==> config.mk <==
export PLATFORM = sky130hd
export DESIGN_NAME = port_pair_demux_table_flat
export DESIGN_NICKNAME = d
export VERILOG_FILES = /design/src/rtl/core/ppdt_pkg.sv /design/src/rtl/core/ppdt_req_if.sv /design/src/rtl/core/ppdt_rsp_if.sv /design/src/rtl/core/ppdt_ctrl.sv /design/src/rtl/core/ppdt_dp.sv /design/src/rtl/core/port_pair_demux_table.sv /design/src/flat_wrapper.sv
export VERILOG_INCLUDE_DIRS = /design/src /design/src/rtl/core
export SDC_FILE = /design/constraint.sdc
export NUM_CORES = 1
export LEC_CHECK = 0
export BUFFER_PORTS_ARGS = -buffer_cell sky130_fd_sc_hd__buf_2
export CAP_MARGIN = 15
export CORE_UTILIZATION = 30
export CTS_BUF_LIST = sky130_fd_sc_hd__clkbuf_16
export DETAILED_ROUTE_END_ITERATION = 12
export PLACE_DENSITY = 0.56
export SLEW_MARGIN = 20
export SYNTH_ARGS = -nofsm -noshare
export SYNTH_HDL_FRONTEND = slang
export SYNTH_HIERARCHICAL = 1
export SYNTH_SLANG_ARGS = --single-unit
export TNS_END_PERCENT = 100
==> constraint.sdc <==
create_clock -name clk -period 7.75 [get_ports clk]
set_input_delay 1.55 -clock clk [delete_from_list [all_inputs] [get_ports clk]]
set_output_delay 1.55 -clock clk [all_outputs]
set_load 0.02 [all_outputs]
==> src/rtl/core/assert_macros.svh <==
// ----------------------------------------------------------------------------
// Assertion macros
// Shared concurrent assertion forms, clocked on clk and quiet during rst.
// ----------------------------------------------------------------------------
`ifndef ASSERT_MACROS_SVH
`define ASSERT_MACROS_SVH

// The antecedent implies the consequent in the same cycle.
`define ASSERT_IMPLIES(label, ante, cons, msg) \
  label: assert property (@(posedge clk) disable iff (rst) (ante) |-> (cons)) \
    else $error(msg);

// The antecedent implies the consequent in the following cycle.
`define ASSERT_NEXT(label, ante, cons, msg) \
  label: assert property (@(posedge clk) disable iff (rst) (ante) |=> (cons)) \
    else $error(msg);

`endif

==> src/rtl/core/ppdt_pkg.sv <==
// ----------------------------------------------------------------------------
// ppdt_pkg
// Types, codes and sizes shared by the port pair demultiplex table.
// ----------------------------------------------------------------------------
`timescale 1ns / 1ps

package ppdt_pkg;

  // Number of table slots.
  localparam int TABLE_DEPTH = 16;
  localparam int IDX_W = (TABLE_DEPTH > 1) ? $clog2(TABLE_DEPTH) : 1;
  localparam int CNT_W = $clog2(TABLE_DEPTH + 1);

  // Command codes.
  localparam logic [1:0] CMD_LOOKUP     = 2'd0;
  localparam logic [1:0] CMD_REGISTER   = 2'd1;
  localparam logic [1:0] CMD_UNREGISTER = 2'd2;

  // Status codes.
  localparam logic [1:0] ST_OK        = 2'd0;
  localparam logic [1:0] ST_NO_MATCH  = 2'd1;
  localparam logic [1:0] ST_FULL      = 2'd2;
  localparam logic [1:0] ST_NO_HANDLE = 2'd3;

  typedef struct packed {
    logic [15:0] local_port;
    logic [15:0] remote_port;
    logic [15:0] handle;
  } entry_t;

  // Controller to datapath.
  typedef struct packed {
    logic start;   // load the request and clear the scan results
    logic scan;    // step the table scan
    logic commit;  // update the table and load the result register
  } ctl_cmd_t;

  // Datapath to controller.
  typedef struct packed {
    logic scan_done;
    logic out_free;
  } ctl_sts_t;

endpackage

==> src/rtl/core/ppdt_req_if.sv <==
// ----------------------------------------------------------------------------
// ppdt_req_if
// Request channel: command, port pair and handle with valid/ready.
// ----------------------------------------------------------------------------
`timescale 1ns / 1ps

interface ppdt_req_if;
  logic        valid;
  logic        ready;
  logic [1:0]  cmd;
  logic [15:0] local_port;
  logic [15:0] remote_port;
  logic [15:0] conn_handle;

  modport source (
    output valid, cmd, local_port, remote_port, conn_handle,
    input  ready
  );
  modport sink (
    input  valid, cmd, local_port, remote_port, conn_handle,
    output ready
  );
endinterface

==> src/rtl/core/ppdt_rsp_if.sv <==
// ----------------------------------------------------------------------------
// ppdt_rsp_if
// Result channel: status and matched handle with valid/ready.
// ----------------------------------------------------------------------------
`timescale 1ns / 1ps

interface ppdt_rsp_if;
  logic        valid;
  logic        ready;
  logic [1:0]  status;
  logic [15:0] found_handle;

  modport source (
    output valid, status, found_handle,
    input  ready
  );
  modport sink (
    input  valid, status, found_handle,
    output ready
  );
endinterface

==> src/rtl/core/ppdt_ctrl.sv <==
// ----------------------------------------------------------------------------
// ppdt_ctrl
// Sequencer: accepts a request, runs the table scan, then commits the result.
// ----------------------------------------------------------------------------
`timescale 1ns / 1ps

module ppdt_ctrl import ppdt_pkg::*; (
  input  logic     clk,
  input  logic     rst,
  input  logic     req_valid,
  output logic     req_ready,
  input  ctl_sts_t sts,
  output ctl_cmd_t cmd
);

  localparam logic [1:0] S_IDLE   = 2'd0;
  localparam logic [1:0] S_SCAN   = 2'd1;
  localparam logic [1:0] S_FINISH = 2'd2;

  logic [1:0] state;
  logic [1:0] state_next;

  assign req_ready  = (state == S_IDLE);
  assign cmd.start  = req_valid && req_ready;
  assign cmd.scan   = (state == S_SCAN);
  assign cmd.commit = (state == S_FINISH) && sts.out_free;

  always_comb begin
    state_next = state;
    case (state)
      S_IDLE: begin
        if (cmd.start) state_next = S_SCAN;
      end
      S_SCAN: begin
        if (sts.scan_done) state_next = S_FINISH;
      end
      S_FINISH: begin
        if (sts.out_free) state_next = S_IDLE;
      end
      default: begin
        state_next = S_IDLE;
      end
    endcase
  end

  always_ff @(posedge clk) begin
    if (rst) begin
      state <= S_IDLE;
    end else begin
      state <= state_next;
    end
  end

endmodule

==> src/rtl/core/ppdt_dp.sv <==
// ----------------------------------------------------------------------------
// ppdt_dp
// Datapath: entry memory, valid bits, scan evaluation and result register.
// ----------------------------------------------------------------------------
`timescale 1ns / 1ps

module ppdt_dp import ppdt_pkg::*; (
  input  logic        clk,
  input  logic        rst,
  input  ctl_cmd_t    cmd,
  output ctl_sts_t    sts,
  input  logic [1:0]  req_cmd_in,
  input  logic [15:0] req_local_port,
  input  logic [15:0] req_remote_port,
  input  logic [15:0] req_conn_handle,
  input  logic        rsp_ready,
  output logic        rsp_valid,
  output logic [1:0]  rsp_status,
  output logic [15:0] rsp_found_handle
);

  // Entry memory, one read port for the scan and one write port for commit.
  entry_t mem [TABLE_DEPTH];
  entry_t rd_entry;

  logic [TABLE_DEPTH-1:0] entry_valid;

  // Latched request.
  logic [1:0]  req_cmd;
  logic [15:0] req_lp;
  logic [15:0] req_rp;
  logic [15:0] req_h;

  // Scan position and the entry in evaluation, registered one step behind it.
  logic [CNT_W-1:0] cnt;
  logic             cnt_lt;
  logic             eval_v;
  logic [IDX_W-1:0] eval_idx;

  // Scan results.
  logic             exact_hit;
  logic [15:0]      exact_handle;
  logic             wild_hit;
  logic [15:0]      wild_handle;
  logic             free_hit;
  logic [IDX_W-1:0] free_idx;
  logic             hnd_hit;
  logic [IDX_W-1:0] hnd_idx;

  logic ev_valid;
  logic ev_lp_eq;
  logic ev_exact;
  logic ev_wild;
  logic ev_free;
  logic ev_hnd;

  logic [1:0]  res_status;
  logic [15:0] res_handle;

  assign cnt_lt   = (cnt != CNT_W'(TABLE_DEPTH));
  assign ev_valid = entry_valid[eval_idx];
  assign ev_lp_eq = (rd_entry.local_port == req_lp);
  assign ev_exact = eval_v && ev_valid && ev_lp_eq && (rd_entry.remote_port == req_rp);
  assign ev_wild  = eval_v && ev_valid && ev_lp_eq && (rd_entry.remote_port == 16'd0);
  assign ev_free  = eval_v && !ev_valid;
  assign ev_hnd   = eval_v && ev_valid && (rd_entry.handle == req_h);

  assign sts.scan_done = !cnt_lt && !eval_v;
  assign sts.out_free  = !rsp_valid || rsp_ready;

  always_comb begin
    res_status = ST_OK;
    res_handle = 16'd0;
    case (req_cmd)
      CMD_LOOKUP: begin
        if (exact_hit) begin
          res_handle = exact_handle;
        end else if (wild_hit) begin
          res_handle = wild_handle;
        end else begin
          res_status = ST_NO_MATCH;
        end
      end
      CMD_REGISTER: begin
        if (!free_hit) res_status = ST_FULL;
      end
      CMD_UNREGISTER: begin
        if (!hnd_hit) res_status = ST_NO_HANDLE;
      end
      default: begin
        res_status = ST_OK;
      end
    endcase
  end

  // Memory port.
  always_ff @(posedge clk) begin
    if (cmd.commit && (req_cmd == CMD_REGISTER) && free_hit) begin
      mem[free_idx] <= '{local_port: req_lp, remote_port: req_rp, handle: req_h};
    end
    if (cmd.scan && cnt_lt) begin
      rd_entry <= mem[cnt[IDX_W-1:0]];
    end
  end

  // Request, scan results and result payload.
  always_ff @(posedge clk) begin
    if (cmd.start) begin
      req_cmd   <= req_cmd_in;
      req_lp    <= req_local_port;
      req_rp    <= req_remote_port;
      req_h     <= req_conn_handle;
      exact_hit <= 1'b0;
      wild_hit  <= 1'b0;
      free_hit  <= 1'b0;
      hnd_hit   <= 1'b0;
    end else begin
      if (ev_exact && !exact_hit) begin
        exact_hit    <= 1'b1;
        exact_handle <= rd_entry.handle;
      end
      // The last wildcard seen is the highest-indexed one.
      if (ev_wild) begin
        wild_hit    <= 1'b1;
        wild_handle <= rd_entry.handle;
      end
      if (ev_free && !free_hit) begin
        free_hit <= 1'b1;
        free_idx <= eval_idx;
      end
      if (ev_hnd && !hnd_hit) begin
        hnd_hit <= 1'b1;
        hnd_idx <= eval_idx;
      end
    end
    if (cmd.commit) begin
      rsp_status       <= res_status;
      rsp_found_handle <= res_handle;
    end
    if (cmd.scan && cnt_lt) begin
      eval_idx <= cnt[IDX_W-1:0];
    end
  end

  // Control state.
  always_ff @(posedge clk) begin
    if (rst) begin
      cnt         <= '0;
      eval_v      <= 1'b0;
      entry_valid <= '0;
      rsp_valid   <= 1'b0;
    end else begin
      if (cmd.start) begin
        cnt    <= '0;
        eval_v <= 1'b0;
      end else if (cmd.scan) begin
        eval_v <= cnt_lt;
        if (cnt_lt) cnt <= cnt + CNT_W'(1);
      end else begin
        eval_v <= 1'b0;
      end
      if (cmd.commit) begin
        if ((req_cmd == CMD_REGISTER) && free_hit) begin
          entry_valid[free_idx] <= 1'b1;
        end
        if ((req_cmd == CMD_UNREGISTER) && hnd_hit) begin
          entry_valid[hnd_idx] <= 1'b0;
        end
        rsp_valid <= 1'b1;
      end else if (rsp_ready) begin
        rsp_valid <= 1'b0;
      end
    end
  end

endmodule

==> src/rtl/core/port_pair_demux_table.sv <==
// ----------------------------------------------------------------------------
// port_pair_demux_table
// Connection demultiplex table mapping a local/remote port pair to a handle.
// ----------------------------------------------------------------------------
// Usage:
//   The req channel carries one command per beat: lookup, register or
//   unregister, with the port pair and the connection handle. The rsp
//   channel returns exactly one beat per request, with a status code and,
//   for a successful lookup, the matched handle (zero otherwise).
//   Each request walks the whole table, one slot per cycle, through the
//   single read port of the entry memory; the walk sets the timing. The
//   result is loaded into the output register once the scan ends and the
//   register is free, and the next request is taken the cycle after the
//   result is loaded, so a new request waits for the previous scan to end.
//   Reset (rst, synchronous) clears every valid bit, so the table starts
//   empty, and drops any pending result; no clearing pass is needed.
//   The result sits in an output register. A new request is accepted while
//   it waits; if the receiver is still stalling when the next scan ends, the
//   block holds that scan's result and its table update until the register
//   frees up.
// ----------------------------------------------------------------------------
`timescale 1ns / 1ps
`include "assert_macros.svh"

module port_pair_demux_table import ppdt_pkg::*; (
  input  logic       clk,
  input  logic       rst,
  ppdt_req_if.sink   req,
  ppdt_rsp_if.source rsp
);

  ctl_cmd_t ctl_cmd;
  ctl_sts_t ctl_sts;

  // The sequencer owns the request handshake and paces the datapath.
  ppdt_ctrl u_ctrl (
    .clk       (clk),
    .rst       (rst),
    .req_valid (req.valid),
    .req_ready (req.ready),
    .sts       (ctl_sts),
    .cmd       (ctl_cmd)
  );

  // The datapath holds the table, evaluates one slot per cycle and drives
  // the result register directly onto the rsp channel.
  ppdt_dp u_dp (
    .clk              (clk),
    .rst              (rst),
    .cmd              (ctl_cmd),
    .sts              (ctl_sts),
    .req_cmd_in       (req.cmd),
    .req_local_port   (req.local_port),
    .req_remote_port  (req.remote_port),
    .req_conn_handle  (req.conn_handle),
    .rsp_ready        (rsp.ready),
    .rsp_valid        (rsp.valid),
    .rsp_status       (rsp.status),
    .rsp_found_handle (rsp.found_handle)
  );

  // An accepted request must start a scan in the following cycle.
  `ASSERT_NEXT(a_accept_starts_scan, req.valid && req.ready, ctl_cmd.scan,
    "accepted request did not start a scan")

  // A result is only committed when the output register can take it.
  `ASSERT_IMPLIES(a_commit_when_free, ctl_cmd.commit, !rsp.valid || rsp.ready,
    "result committed over an untaken result")

  // A new result beat only appears after a commit.
  `ASSERT_IMPLIES(a_valid_from_commit, $rose(rsp.valid), $past(ctl_cmd.commit),
    "result beat without a commit")

  // A nonzero handle is only reported with an ok status.
  `ASSERT_IMPLIES(a_handle_means_ok, rsp.valid && (rsp.found_handle != 16'd0),
    rsp.status == ST_OK, "handle reported with a failure status")

endmodule
==> src/flat_wrapper.sv <==
// flat-port wrapper written by rule: the top's interface ports become plain ports
module port_pair_demux_table_flat import ppdt_pkg::*;
  (clk, rst, req_valid, req_cmd, req_local_port, req_remote_port, req_conn_handle, req_ready, rsp_valid, rsp_status, rsp_found_handle, rsp_ready);
  ppdt_req_if req_i ();
  ppdt_rsp_if rsp_i ();
  input  logic clk;
  input  logic rst;
  input wire logic [$bits(req_i.valid)-1:0] req_valid;
  input wire logic [$bits(req_i.cmd)-1:0] req_cmd;
  input wire logic [$bits(req_i.local_port)-1:0] req_local_port;
  input wire logic [$bits(req_i.remote_port)-1:0] req_remote_port;
  input wire logic [$bits(req_i.conn_handle)-1:0] req_conn_handle;
  output wire logic [$bits(req_i.ready)-1:0] req_ready;
  output wire logic [$bits(rsp_i.valid)-1:0] rsp_valid;
  output wire logic [$bits(rsp_i.status)-1:0] rsp_status;
  output wire logic [$bits(rsp_i.found_handle)-1:0] rsp_found_handle;
  input wire logic [$bits(rsp_i.ready)-1:0] rsp_ready;
  assign req_i.valid = req_valid;
  assign req_i.cmd = req_cmd;
  assign req_i.local_port = req_local_port;
  assign req_i.remote_port = req_remote_port;
  assign req_i.conn_handle = req_conn_handle;
  assign req_ready = req_i.ready;
  assign rsp_valid = rsp_i.valid;
  assign rsp_status = rsp_i.status;
  assign rsp_found_handle = rsp_i.found_handle;
  assign rsp_i.ready = rsp_ready;
  port_pair_demux_table u_core (.clk(clk), .rst(rst), .req(req_i), .rsp(rsp_i));
endmodule
# Word level (Yosys, flattened, before mapping)
# Memory sizes are Yosys's and may differ from the RTL's. A register that Yosys moved wholly into a read port is not among the register bits.
# Cells that the tools add are included.
dict set report word_totals {
  ff_bits 141
  mem_bits_rw 768
  inputBits 54
  memories 1
}
dict set report classes {
  n_addsub 1
  order_cmp 5
  eq_ne 11
  mux 25
  bitwise_logic 5
  n_reduce_logical 39
}
# memory depth width rd rd_ports_with_merged_regs write_ports line_no
set mem_list {}
lappend mem_list {u_core.u_dp.mem 16 48 1 1 1 ppdt_dp.sv:23} ;# entry_t mem [TABLE_DEPTH];
# cell n
set ops {}
lappend ops {{16-bit 2-to-1 mux} 6}
lappend ops {{16-bit equality test} 3}
lappend ops {{1-bit logical AND} 19}
lappend ops {{16-bit bitwise AND} 1}
lappend ops {{16-bit zero test} 1}
lappend ops {{16-bit inverter} 1}
lappend ops {{16-bit bitwise OR} 1}
lappend ops {{4-bit by 5-bit < comparator with 1-bit output, second input constant} 3}
lappend ops {{2-bit case mux with 3 select lines} 2}
lappend ops {{2-bit 2-to-1 mux} 5}
lappend ops {{2-bit AND reduction} 5}
lappend ops {{1-bit 2-to-1 mux} 9}
lappend ops {{1-bit demux with 4-bit select} 2}
lappend ops {{4-bit by 1-bit greater-or-equal comparator with 1-bit output, second input constant} 2}
lappend ops {{1-bit zero test} 7}
lappend ops {{5-bit by 1-bit adder with 5-bit output, second input constant} 1}
lappend ops {{5-bit != test, second input constant} 1}
lappend ops {{1-bit binary-select mux with 4-bit select} 1}
lappend ops {{2-bit by 1-bit equality test with 1-bit output, second input constant} 2}
lappend ops {{2-bit equality test, second input constant} 2}
lappend ops {{2-bit zero test} 2}
lappend ops {{2-bit by 1-bit != test with 1-bit output, second input constant} 2}
lappend ops {{3-bit AND reduction} 1}
lappend ops {{3-bit OR reduction} 1}
lappend ops {{5 further kinds} 6}

# Longest topological paths before layout
dict set report logic_depth {
  word_depth 10
  ltp_mapped 11
  depth_no_buf 8
}

# By module
# Netlist, hierarchy kept.
# mod instances cells_each area_each_um2
set modules_own_cells {}
lappend modules_own_cells {ppdt_dp 1 1490 36218.5}
lappend modules_own_cells {ppdt_ctrl 1 12 105.1}

# Least setup slack after synthesis
# OpenSTA, ideal clock, no wires.
dict set report synth_timing {
  path_type {input -> register}
  from {input port rsp_ready}
  to {memory u_core/u_dp/mem[8][0] (netlist bit), enable pin}
  setup_time_ns 0.515
  t_arrival_ns 6.548
  t_required_ns 7.235
  setup_slack_ns 0.687
  stages 6
  path_buffers 0
  cell_sequence {nand2b_1 nand2_1 nor2_1 nand4b_1 or3_1 nor3_1}
}
# element line_no
set synth_rtl {}
lappend synth_rtl {{start, declared} flat_wrapper.sv:17} ;# input wire logic [$bits(rsp_i.ready)-1:0] rsp_ready;
lappend synth_rtl {{end, declared} ppdt_dp.sv:23}

==> results.cfg <==
[setup_path]
cp_slowest_cell = nor2_4
endpoint_kind = register
crit_type = input port to register
reg2regPathDepth = 6
cp_max_fo = 28
cp.arrival_ns = 5.04
crit_path_start_kind = input port
crit_chain = buf_2, nand2b_1, nand2_1, nor2_2, nand4b_1, or3_1, nor2_4, buf_4
required_ns = 8.05
slowest_delay_ns = 0.84

[synth]
avgSynthCellArea_um2 = 24.2
synth_edf_count = 928
syn_inst = 1502
syn_nets = 1558
synth.ff_latch_count = 957
ys_seq_area_share_pct = 78.3
synth_ff_type = edfxtp_1
synthesis.area_mm2 = 0.0363
synthArstFlopShare_pct = 0
ys_types = 45
yosys_warnings = 6

[route]
routed_wl_um = 78800
first_pass_iters = 5
antenna_left = 0
routedWlPerCell_um = 23.6
drtIter0Drc = 1344
viasPerCell = 4.73
drc = 0
vias = 15800

[clocking]
path_clk_slew_ns = 0.06
cts_resized = 0
cts_max_path_buffers = 3
cts_tree = yes
cts-root-buf = clkbuf_16
htree_levels = 3
cts_buffers = 96
clk_latency_ns = 0.66
post_cts_buffers = 0
cts_hold_buf = 0
clkSinkCount = 957

[grt]
grt_pass1_wl_um = 116000
grt_max_degree = 154
gr-total-overflow = 0
first_global_vias = 16600
track_usage_pct = 13.0
grt_antenna_before_repair = 2

[hold_path]
hp-class = register to register
whs_path_depth = 1

[sta]
fin_crit_ns = 4.74
max-slew-margin-rel_pct = 28.7
setup_viol = 0
tightest_slew_ns = 1.07
skew_ns = 0.0234
fin_ws_ns = 3.01
report.final.slew_viol_count = 0
setup_tns_ns = 0
rsz0062_at_grt = no
fin_crit_sh_pct = 61.1
max_freq_mhz = 211
finalHoldViolCount = 0

[finish]
multi_input_area_mm2 = 0.00747
final_cell_mix = edfxtp_1, mux4_2, mux4_1, clkbuf_16, buf_2
n_fill_cell = 11000
nets = 1705
drive_above_1_share_pct = 24.3
seqCellArea_mm2 = 0.0285
layoutNonFillerInstCount = 3341
n_antenna_cell = 0
final_core_util_pct = 34.8
area_growth_pct = 14.9
mostFrequentLayoutCell = edfxtp_1

[place]
post-dp-hpwl_um = 46200
routabilityCongestion = 0.764
io_buffers = 73
dp_cells = 3162
dp_worst_setup_slack_ns = 2.15

[die]
chipHeight_um = 350
start_util_pct = 30.3
fp-row-count = 127
core_area_mm2 = 0.120
io_pins = 74
die-area_mm2 = 0.122
chipWidth_um = 350

[power_and_ir_drop]
leakage_nw = 12.7
finalPower_mw = 10.5
peakVddDrop_mv = 0.160
powerDensity_mw_per_mm2 = 253

[run]
maxCapViolCount = 0

[run_status]
status = completed
registers in the layout, indices dropped and copies added, names as in the netlist, 4 cells and up:
| name | cells |
|---|---|
| u_core/u_dp/rsp_found_handle | 16 |
| u_core/u_dp/wild_handle | 16 |
| u_core/u_dp/req_rp | 16 |
| u_core/u_dp/hnd_idx | 4 |
| u_core/u_dp/rd_entry | 48 |
| u_core/u_dp/cnt | 5 |
| u_core/u_dp/free_idx | 4 |
| u_core/u_dp/mem | 768 |
| u_core/u_dp/eval_idx | 4 |
| u_core/u_dp/req_lp | 16 |
| u_core/u_dp/exact_handle | 16 |
| u_core/u_dp/entry_valid | 16 |
| u_core/u_dp/req_h | 16 |
metal layers:
layer  GRT usage [%]  up-vias  part of all wire, %
met1            17.6     8458                   43
met4            3.85        0                  2.4
met5               0        -                    0
met2            21.5      439                   49
met3            2.28      120                  4.8
li1                -     6785                    -
Yosys cell counts (2+ instances only):
cell type / n / area, um2
edfxtp_1: 928 / 27900
mux4_2: 142 / 3200
mux4_1: 102 / 2680
nor2_1: 51 / 191
xnor2_1: 48 / 420
clkbuf_1: 40 / 150
dfxtp_1: 29 / 581
a22oi_1: 16 / 120
nand4_1: 13 / 81.3
buf_12: 12 / 240
a21oi_1: 11 / 55.1
inv_1: 11 / 41.3
nor3_1: 11 / 55.1
nand2_1: 8 / 30.0
nor4_1: 8 / 50.1
o21a_1: 8 / 60.1
or3_1: 6 / 37.5
buf_2: 5 / 25.0
nand2b_1: 5 / 31.3
a211oi_1: 4 / 30.0
a311oi_1: 4 / 35.0
buf_6: 4 / 45.0
nand3_1: 4 / 20.0
xor2_1: 4 / 35.0
o22ai_1: 3 / 18.8
buf_8: 2 / 30.0
ha_1: 2 / 25.0
mux2i_1: 2 / 20.0
nor2b_1: 2 / 12.5
or2_2: 2 / 12.5
logic make-up (layout without fill, tap and decap cells):
family	Yosys count	count (layout)	synth area share [%]
xor+xnor	52	52	1.25
simple gates	118	118	1.62
flops	957	957	78.3
fa+ha+maj	2	2	0.0689
mux	247	247	16.3
compound gates	50	50	0.978
buf+inv	76	303	1.48
layout make-up:
class	instances	share of cell area, %
inverter	12	0.108
sequential	957	68.2
tap	1612	4.83
timing repair buffer	113	1.69
clock inverter	81	1.43
clock buffer	97	5.82
multi-input combinational	469	17.9
worst max-delay path: cells and delay by family:
kind                   cells  cell delay, ns
buffers and inverters      2            0.63
and+or+nand+nor            6            2.77
path summary, 6_finish.rpt:
check                           slack (ns)                                    start                                 endpoint
worst min-delay path                  0.49  u_core/u_dp/entry_valid[8]$_SDFFE_PP0P_  u_core/u_dp/entry_valid[8]$_SDFFE_PP0P_
worst max register to register        3.76      u_core/u_ctrl/state[1]$_SDFFE_PP0P_         u_core/u_dp/mem[11][1]$_DFFE_PP_
worst min register to register        0.49  u_core/u_dp/entry_valid[8]$_SDFFE_PP0P_  u_core/u_dp/entry_valid[8]$_SDFFE_PP0P_
worst max-delay path                  3.01                                rsp_ready         u_core/u_dp/mem[11][1]$_DFFE_PP_
power breakdown:
group	internal (mW)	switching [mW]	leakage [nW]	total (mW)
clock network	2.51	1.94	1.54	4.45
logic	0.141	0.147	2.48	0.289
registers	5.71	0.0862	8.64	5.80
total	8.37	2.18	12.7	10.5
stage by stage:
step,hold slack (ns),instance area [um2]
after floorplan,0.406,36300
after global placement,0.449,38700
after CTS,0.483,41700
final,0.488,41700
after detailed placement,0.466,38700
after global routing,0.503,41700
(Power assumes the default switching activity.)
